==> src/nfc_type4_tag_apdu_responder_assert.svh <==
// Assertion macros for the type 4 tag responder.
// Included by the top level; no other dependencies.
`ifndef NFC_TYPE4_TAG_APDU_RESPONDER_ASSERT_SVH
`define NFC_TYPE4_TAG_APDU_RESPONDER_ASSERT_SVH

// a holds at this edge -> c holds at this edge
`define NT4_ASSERT_NOW(label, clk, rst, a, c) \
  label: assert property (@(posedge clk) disable iff (rst) (a) |-> (c)) \
    else $error("nt4 assertion failed");

// a holds at this edge -> c holds at the next edge
`define NT4_ASSERT_NEXT(label, clk, rst, a, c) \
  label: assert property (@(posedge clk) disable iff (rst) (a) |=> (c)) \
    else $error("nt4 assertion failed");

`endif

==> src/nt4_pkg.sv <==
// Shared types, constants and lookup functions of the type 4 tag responder.
// No dependencies.
package nt4_pkg;

  localparam int CC_DEPTH_DEF    = 16;
  localparam int NDEF_DEPTH_DEF  = 1024;
  localparam int WRITE_DEPTH_DEF = 1024;

  localparam int BYTE_W     = 8;
  localparam int ADDR_W     = 10;
  localparam int POS_W      = 9;
  localparam int OPND_W     = 17;
  localparam int LIMIT_W    = 11;
  localparam int CAP_W      = 7;
  localparam int CFG_IDX_W  = 2;
  localparam int CFG_DATA_W = 11;
  localparam int HDR_LEN    = 5;
  localparam int HDR_IDX_W  = 3;

  localparam logic [POS_W-1:0]   POS_MAX       = 9'd511;
  localparam logic [LIMIT_W-1:0] LIMIT_RESET   = 11'd1024;
  localparam logic [CAP_W-1:0]   CAP_MAX       = 7'd64;

  localparam logic [BYTE_W-1:0] INS_SELECT  = 8'hA4;
  localparam logic [BYTE_W-1:0] INS_READ    = 8'hB0;
  localparam logic [BYTE_W-1:0] INS_UPDATE  = 8'hD6;
  localparam logic [BYTE_W-1:0] P1_BY_ID    = 8'h00;
  localparam logic [BYTE_W-1:0] P1_BY_NAME  = 8'h04;
  localparam logic [BYTE_W-1:0] P2_ID_MASK  = 8'h0C;
  localparam logic [BYTE_W-1:0] SW_OK_HI    = 8'h90;
  localparam logic [BYTE_W-1:0] SW_OK_LO    = 8'h00;
  localparam logic [BYTE_W-1:0] SW_ERR_HI   = 8'h6A;
  localparam logic [BYTE_W-1:0] SW_WRONG_LO = 8'h00;
  localparam logic [BYTE_W-1:0] SW_NF_LO    = 8'h82;
  localparam logic [BYTE_W-1:0] ID_LEN      = 8'd2;
  localparam logic [BYTE_W-1:0] NAME_LEN    = 8'd7;

  typedef enum logic [1:0] {
    FUNC_APDU, FUNC_LOAD_CC, FUNC_LOAD_NDEF, FUNC_READBACK
  } func_t;

  typedef enum logic [1:0] {FILE_NONE, FILE_CC, FILE_NDEF} file_t;

  typedef enum logic [1:0] {FAULT_NONE, FAULT_PROTOCOL, FAULT_CAPACITY} fault_t;

  typedef enum logic [1:0] {OC_FAULT, OC_STATUS, OC_READ} outcome_t;

  typedef enum logic [2:0] {EM_FAULT, EM_SW1, EM_SW2, EM_DATA, EM_READBACK} emit_t;

  typedef enum logic [CFG_IDX_W-1:0] {REG_WRITE_LIMIT, REG_RESP_CAP} cfg_reg_t;

  typedef enum logic [3:0] {
    ST_IDLE, ST_DISPATCH, ST_MOD, ST_STORE, ST_FINISH, ST_RD_MOD, ST_RD_ISSUE,
    ST_RD_WAIT, ST_SW1, ST_SW2, ST_FAULT, ST_RB_ISSUE, ST_RB_WAIT
  } state_t;

  typedef struct packed {
    logic  accept;
    logic  take_byte;
    logic  mod_start;
    logic  mod_read;
    logic  store;
    logic  finish;
    logic  rd_en;
    logic  rd_from_mod;
    logic  cnt_dec;
    logic  emit;
    emit_t emit_sel;
  } ctl_t;

  typedef struct packed {
    func_t    func;
    logic     apdu_end;
    logic     need_write;
    outcome_t outcome;
    logic     lc_zero;
    logic     mod_busy;
    logic     out_free;
    logic     cnt_last;
  } stat_t;

  function automatic logic [BYTE_W-1:0] id_cc_byte(input logic [0:0] k);
    return k[0] ? 8'h03 : 8'hE1;
  endfunction

  function automatic logic [BYTE_W-1:0] id_ndef_byte(input logic [0:0] k);
    return k[0] ? 8'h04 : 8'hE1;
  endfunction

  function automatic logic [BYTE_W-1:0] app_name_byte(input logic [2:0] k);
    logic [BYTE_W-1:0] b;
    case (k)
      3'd0: b = 8'hD2;
      3'd1: b = 8'h76;
      3'd2: b = 8'h00;
      3'd3: b = 8'h00;
      3'd4: b = 8'h85;
      3'd5: b = 8'h01;
      3'd6: b = 8'h01;
      default: b = 8'h00;
    endcase
    return b;
  endfunction

endpackage

==> src/nt4_ctrl.sv <==
// Controller state machine of the type 4 tag responder.
// Depends on nt4_pkg; drives the datapath through ctl_t, reads stat_t.
module nt4_ctrl (
  input  logic           clk,
  input  logic           rst,
  input  logic           cmd_valid,
  output logic           cmd_stall,
  input  nt4_pkg::stat_t stat,
  output nt4_pkg::ctl_t  ctl
);
  import nt4_pkg::*;

  state_t state, state_next;

  always_ff @(posedge clk) begin
    if (rst) begin
      state <= ST_IDLE;
    end else begin
      state <= state_next;
    end
  end

  always_comb begin
    state_next = state;
    ctl        = '0;
    ctl.emit_sel = EM_FAULT;
    cmd_stall  = (state != ST_IDLE);
    case (state)
      ST_IDLE: begin
        if (cmd_valid) begin
          ctl.accept = 1'b1;
          state_next = ST_DISPATCH;
        end
      end
      ST_DISPATCH: begin
        if (stat.func == FUNC_APDU) begin
          ctl.take_byte = 1'b1;
          if (stat.need_write) begin
            ctl.mod_start = 1'b1;
            state_next    = ST_MOD;
          end else if (stat.apdu_end) begin
            state_next = ST_FINISH;
          end else begin
            state_next = ST_IDLE;
          end
        end else begin
          ctl.mod_start = 1'b1;
          state_next    = ST_MOD;
        end
      end
      ST_MOD: begin
        if (!stat.mod_busy) begin
          state_next = (stat.func == FUNC_READBACK) ? ST_RB_ISSUE : ST_STORE;
        end
      end
      ST_STORE: begin
        ctl.store  = 1'b1;
        state_next = (stat.func == FUNC_APDU && stat.apdu_end) ? ST_FINISH : ST_IDLE;
      end
      ST_FINISH: begin
        ctl.finish = 1'b1;
        case (stat.outcome)
          OC_STATUS: state_next = ST_SW1;
          OC_READ: begin
            if (stat.lc_zero) begin
              state_next = ST_SW1;
            end else begin
              ctl.mod_start = 1'b1;
              ctl.mod_read  = 1'b1;
              state_next    = ST_RD_MOD;
            end
          end
          default: state_next = ST_FAULT;
        endcase
      end
      ST_RD_MOD: begin
        if (!stat.mod_busy) begin
          state_next = ST_RD_ISSUE;
        end
      end
      ST_RD_ISSUE: begin
        ctl.rd_en       = 1'b1;
        ctl.rd_from_mod = 1'b1;
        state_next      = ST_RD_WAIT;
      end
      ST_RD_WAIT: begin
        if (stat.out_free) begin
          ctl.emit     = 1'b1;
          ctl.emit_sel = EM_DATA;
          ctl.cnt_dec  = 1'b1;
          if (stat.cnt_last) begin
            state_next = ST_SW1;
          end else begin
            ctl.rd_en = 1'b1;
          end
        end
      end
      ST_SW1: begin
        if (stat.out_free) begin
          ctl.emit     = 1'b1;
          ctl.emit_sel = EM_SW1;
          state_next   = ST_SW2;
        end
      end
      ST_SW2: begin
        if (stat.out_free) begin
          ctl.emit     = 1'b1;
          ctl.emit_sel = EM_SW2;
          state_next   = ST_IDLE;
        end
      end
      ST_FAULT: begin
        if (stat.out_free) begin
          ctl.emit     = 1'b1;
          ctl.emit_sel = EM_FAULT;
          state_next   = ST_IDLE;
        end
      end
      ST_RB_ISSUE: begin
        ctl.rd_en       = 1'b1;
        ctl.rd_from_mod = 1'b1;
        state_next      = ST_RB_WAIT;
      end
      ST_RB_WAIT: begin
        if (stat.out_free) begin
          ctl.emit     = 1'b1;
          ctl.emit_sel = EM_READBACK;
          state_next   = ST_IDLE;
        end
      end
      default: state_next = ST_IDLE;
    endcase
  end

endmodule
==> config.mk <==
export PLATFORM = sky130hd
export DESIGN_NAME = nt4_ctrl
export DESIGN_NICKNAME = d
export VERILOG_FILES = /design/src/nfc_type4_tag_apdu_responder_assert.svh /design/src/nt4_pkg.sv /design/src/nt4_ctrl.sv
export SDC_FILE = /design/constraint.sdc
export NUM_CORES = 1
export LEC_CHECK = 0
export BUFFER_PORTS_ARGS = -buffer_cell sky130_fd_sc_hd__clkbuf_2
export CAP_MARGIN = 20
export CORE_UTILIZATION = 49
export CTS_BUF_LIST = sky130_fd_sc_hd__clkbuf_4 sky130_fd_sc_hd__clkbuf_8
export CTS_CLUSTER_DIAMETER = 100
export DETAILED_ROUTE_END_ITERATION = 8
export PLACE_DENSITY = 0.86
export SYNTH_ARGS = -nofsm -noshare
export SYNTH_HDL_FRONTEND = slang
export SYNTH_SLANG_ARGS = --single-unit
==> constraint.sdc <==
create_clock -name clk -period 1.9 [get_ports clk]
set_input_delay 0.285 -clock clk [delete_from_list [all_inputs] [get_ports clk]]
set_output_delay 0.285 -clock clk [all_outputs]
set_load 0.01 [all_outputs]
# Word-level counts from Yosys, hierarchy flattened

Index checks and enable logic that the tools add are counted.

Flip-flop bits (word level): 4
Logic and storage cells: 68
Memories: 0
Memory bits (writable): 0
Latch bits: 0
Output and inout bits: 14
Input port bits: 13
Memory bits (read-only): 0

$add $sub $neg: 0
Muxes and demuxes: 38
Bitwise logic cells: 0
Shift operators: 0
Multipliers: 0
$lt $le $gt $ge: 0
Div/mod/pow operators: 0
Reductions and logical operators: 7
Eq/ne operators: 22

Operators by type and width:

| operator             | count |
|---|---|
| $mux W4              | 13 |
| $pmux W4 S11         | 1 |
| $eq A4 B4 Y1 const B | 5 |
| $pmux W4 S5          | 1 |
| $eq A4 B3 Y1 const B | 4 |
| $mux W1              | 13 |
| $mux W3              | 4 |
| $ne A2 B2 Y1 const B | 6 |
| $eq A4 B2 Y1 const B | 2 |
| $pmux W4 S2          | 1 |
| $reduce_and A7 Y1    | 1 |
| $mux W5              | 1 |
| $eq A2 B2 Y1 const B | 2 |
| $eq A4 B1 Y1 const B | 1 |
| $logic_not A4 Y1     | 1 |
| $mux W2              | 2 |
| $pmux W1 S2          | 2 |
| $reduce_bool A4 Y1   | 1 |
| $reduce_or A3 Y1     | 1 |
| $eq A2 B1 Y1 const B | 1 |
| $logic_not A2 Y1     | 1 |
| $ne A2 B1 Y1 const B | 1 |
| $reduce_or A2 Y1     | 1 |
| $logic_and A1 B1 Y1  | 1 |

# Logic depth before layout (Yosys ltp)

Word-level depth: 4
Gate-level depth with buffers: 7
Mapped depth without buffers: 7

# Worst setup path before layout

No wires, ideal clock.

Path kind: register to output
Start point: register state[2]
End point: output port ctl[1] (netlist bit)
Path slack: 0.409 ns
Data required time: 1.615 ns
Stages on the path, launching flop included: 5
Arrival: 1.206 ns
Cell sequence: dfxtp_1 buf_2 clkbuf_1 or3_1 a21oi_1

RTL lines:

| item                     | line           | RTL |
|---|---|---|
| start: declaration       | nt4_ctrl.sv:13 | `state_t state, state_next;` |
| start signal: assignment | nt4_ctrl.sv:19 | `state <= state_next;` |
| end: declaration         | nt4_ctrl.sv:9  | `output nt4_pkg::ctl_t ctl` |

==> results.sh <==
export IMPL_r2r_setup_slack_ns=0.26
export IMPL_max_freq_mhz=561
export IMPL_rsz0062_at_grt="no"
export IMPL_post_route_drc_count=0
export IMPL_ys_types=44
export IMPL_max_slew_margin_pct=78.1
export IMPL_synth_seq_cells=4
export IMPL_finalClockSkew_ns=0.00227
export IMPL_power_frac_comb_pct=72.9
export IMPL_min_to="state[0]$_SDFFE_PP0P_"
export IMPL_rows=12
export IMPL_path_clk_slew_ns=0.04
export IMPL_portBuffers=26
export IMPL_synthFlopType="dfxtp_1"
export IMPL_leakage_nw=0.393
export IMPL_fill_cells=96
export IMPL_startpoint_type="register"
export IMPL_top_register="state"
export IMPL_holdPathStages=2
export IMPL_powerDensity_nw_per_um2=1330
export IMPL_async_reset_ff_share_pct=0
export IMPL_multi_input_area_um2=493
export IMPL_p_switching_mw=0.540
export IMPL_netlist_instances=89
export IMPL_arrival_ns=1.50
export IMPL_dp_cells=127
export IMPL_nNetsFinal=133
export IMPL_worstPathCellList="buf_4 -> nor4b_4 -> nand3b_2 -> o21ai_0 -> clkbuf_2"
export IMPL_drtIter0Drc=26
export IMPL_switching_share_pct=49.2
export IMPL_initial_core_util_pct=55.6
export IMPL_fin_setup_tns_ns=0
export IMPL_crit_type="register to output port"
export IMPL_drtAntennaViolNets=0
export IMPL_grt_pass1_vias=722
export IMPL_hp_start="rst"
export IMPL_layout_drive_gt1_share_pct=37.1
export IMPL_avgSynthCellArea_um2=7.31
export IMPL_cts_buffers_inserted=3
export IMPL_grt_start_max_net_pins=14
export IMPL_cp_end_kind="output port"
export IMPL_cts_tree="done"
export IMPL_r2r_end="state[3]$_SDFFE_PP0P_"
export IMPL_synth_edff_count=0
export IMPL_grt_pass1_wl_mm=2.87
export IMPL_dieWidth_um=38.4
export IMPL_reg_largest_list="state (4)"
export IMPL_grt_overflow_total=0
export IMPL_layout_common_cells="26 x clkbuf_2, 11 x nor2_1, 11 x nand2_1"
export IMPL_finalPower_mw=1.10
export IMPL_diodes=0
export IMPL_finalCritPeriodShare_pct=93.8
export IMPL_drt_wl_total_mm=1.70
export IMPL_crit_fanout=8
export IMPL_die_y_um=38.4
export IMPL_internal_power_mw=0.557
export IMPL_slew_viol_final=0
export IMPL_synth_area_um2=651
export IMPL_finalSetupViolCount=0
export IMPL_r2r_start="state[0]$_SDFFE_PP0P_"
export IMPL_critPathSlowestCell="dfxtp_1"
export IMPL_p_seq_share_pct=17.2
export IMPL_clock_path_buffers=2
export IMPL_max_stage_delay_ns=0.35
export IMPL_cts_root_buffer="clkbuf_4"
export IMPL_tightest_slew_ns=0.325
export IMPL_htreeDepth=1
export IMPL_grt_total_usage_pct=28.1
export IMPL_gp_congestion=0.863
export IMPL_worstPathRequired_ns=1.62
export IMPL_hp_class="primary input to register"
export IMPL_via_count=771
export IMPL_synth_nets=104
export IMPL_clk_latency_ns=0.24
export IMPL_r2r_cells=5
export IMPL_seq_area_um2=81.3
export IMPL_largest_reg_flops=4
export IMPL_firstDrtPassIters=4
export IMPL_cts_sinks=4
export IMPL_min_period_ns=1.78
export IMPL_area_growth_syn_to_layout_pct=26.5
export IMPL_antenna_found_initial=0
export IMPL_seq_area_frac_synth_pct=12.3
export IMPL_dp_hpwl_mm=1.28
export IMPL_io_pins=27
export IMPL_status="completed"
export IMPL_drv_cap=0
export IMPL_irDropWorstVdd_v=0.000670
export IMPL_yosys_warnings=0
export IMPL_vias_per_cell=5.93
export IMPL_core_um2=1170
export IMPL_wl_per_cell_um=13.0
export IMPL_fin_cells=130
export IMPL_power_frac_clock_pct=9.9
export IMPL_final_hold_viol_count=0
export IMPL_mostFrequentLayoutCell="clkbuf_2"
export IMPL_die_area_um2=1480
-- power groups by stage --
| stage | combinational, mW | sequential, mW | clock (mW) |
|---|---|---|---|
| 2_1_floorplan | 0.633 | 0.139 | 0 |
| 3_3_place_gp | 0.759 | 0.185 | 0 |
| 3_5_place_dp | 0.780 | 0.186 | 0 |
| 4_1_cts | 0.792 | 0.186 | 0.108 |
| 5_1_grt | 0.882 | 0.195 | 0.114 |
| 6_report | 0.799 | 0.188 | 0.109 |
-- worst max path at each step --
stage,cells past startpoint,start,end,slack [ns]
floorplan,4,state[2]$_SDFFE_PP0P_,ctl[1],0.41
global placement,8,stat[4],state[3]$_SDFFE_PP0P_,0.32
detailed placement,8,stat[4],state[3]$_SDFFE_PP0P_,0.25
CTS,4,state[1]$_SDFFE_PP0P_,ctl[3],0.06
global route,5,state[0]$_SDFFE_PP0P_,ctl[10],0.008
finish,5,state[0]$_SDFFE_PP0P_,ctl[10],0.12
-- area by class of cell --
type	count	area share (%)
Multi-Input combinational cell	73	59.9
Timing Repair Buffer	30	21.0
Sequential cell	4	9.88
Inverter	6	4.41
Clock buffer	3	2.74
Tap cell	14	2.13
-- through the flow --
stage                     setup WS (ns)  utilization [%]  instance area [um^2]  hold slack (ns)
after floorplan                   0.409                -                   651            0.353
after global placement            0.321             68.3                   800            0.491
after detailed placement          0.251             68.3                   800            0.495
after CTS                        0.0561             70.2                   822            0.247
after global routing            0.00765             70.3                   823            0.247
final                             0.119             70.3                   823            0.247
-- timing repair --
item                                   4_1_cts  5_1_grt
resized for setup                            0        1
buffers inserted                             0        0
endpoints found under the hold margin        0        0
setup endpoints to repair                    0        2
hold buffers                                 0        0
-- critical path: cells and delay by family, from the launching register on --
family,cells,cell delay (ns)
buf+inv,2,0.34
compound gates,1,0.09
flops,1,0.35
simple gates,2,0.47
-- metal layers --
metal	GRT usage (%)	up-vias	wire [um]
met3	5.23	9	111
met4	18.1	0	74
li1	-	378	-
met5	0	-	0
met2	50.8	42	810
met1	29.2	342	698
-- synthesized netlist by cell type (2+ instances only) --
cell / instances / area share, %
o21a_1: 2 / 2.3
inv_1: 4 / 2.3
or3_1: 2 / 1.9
nor2_1: 11 / 6.3
o21ai_0: 2 / 1.5
nand2_1: 11 / 6.3
buf_2: 3 / 2.3
nor2b_1: 2 / 1.9
dfxtp_1: 4 / 12
ha_1: 2 / 3.8
a21oi_1: 6 / 4.6
nand2b_1: 3 / 2.9
buf_6: 2 / 3.5
nand3_1: 2 / 1.5
nor3_1: 4 / 3.1
-- cells by family after synthesis --
group	after synthesis	share of synthesized area, %
buffers and inverters	12	11.9
flip-flops	4	12.3
AO/OA/AOI/OAI	25	31.2
XOR/XNOR	1	1.35
multiplexers	1	1.54
AND/OR/NAND/NOR	43	36.2
adder cells (fa/ha/maj)	3	5.58
Power figures use the tool's default switching activity.
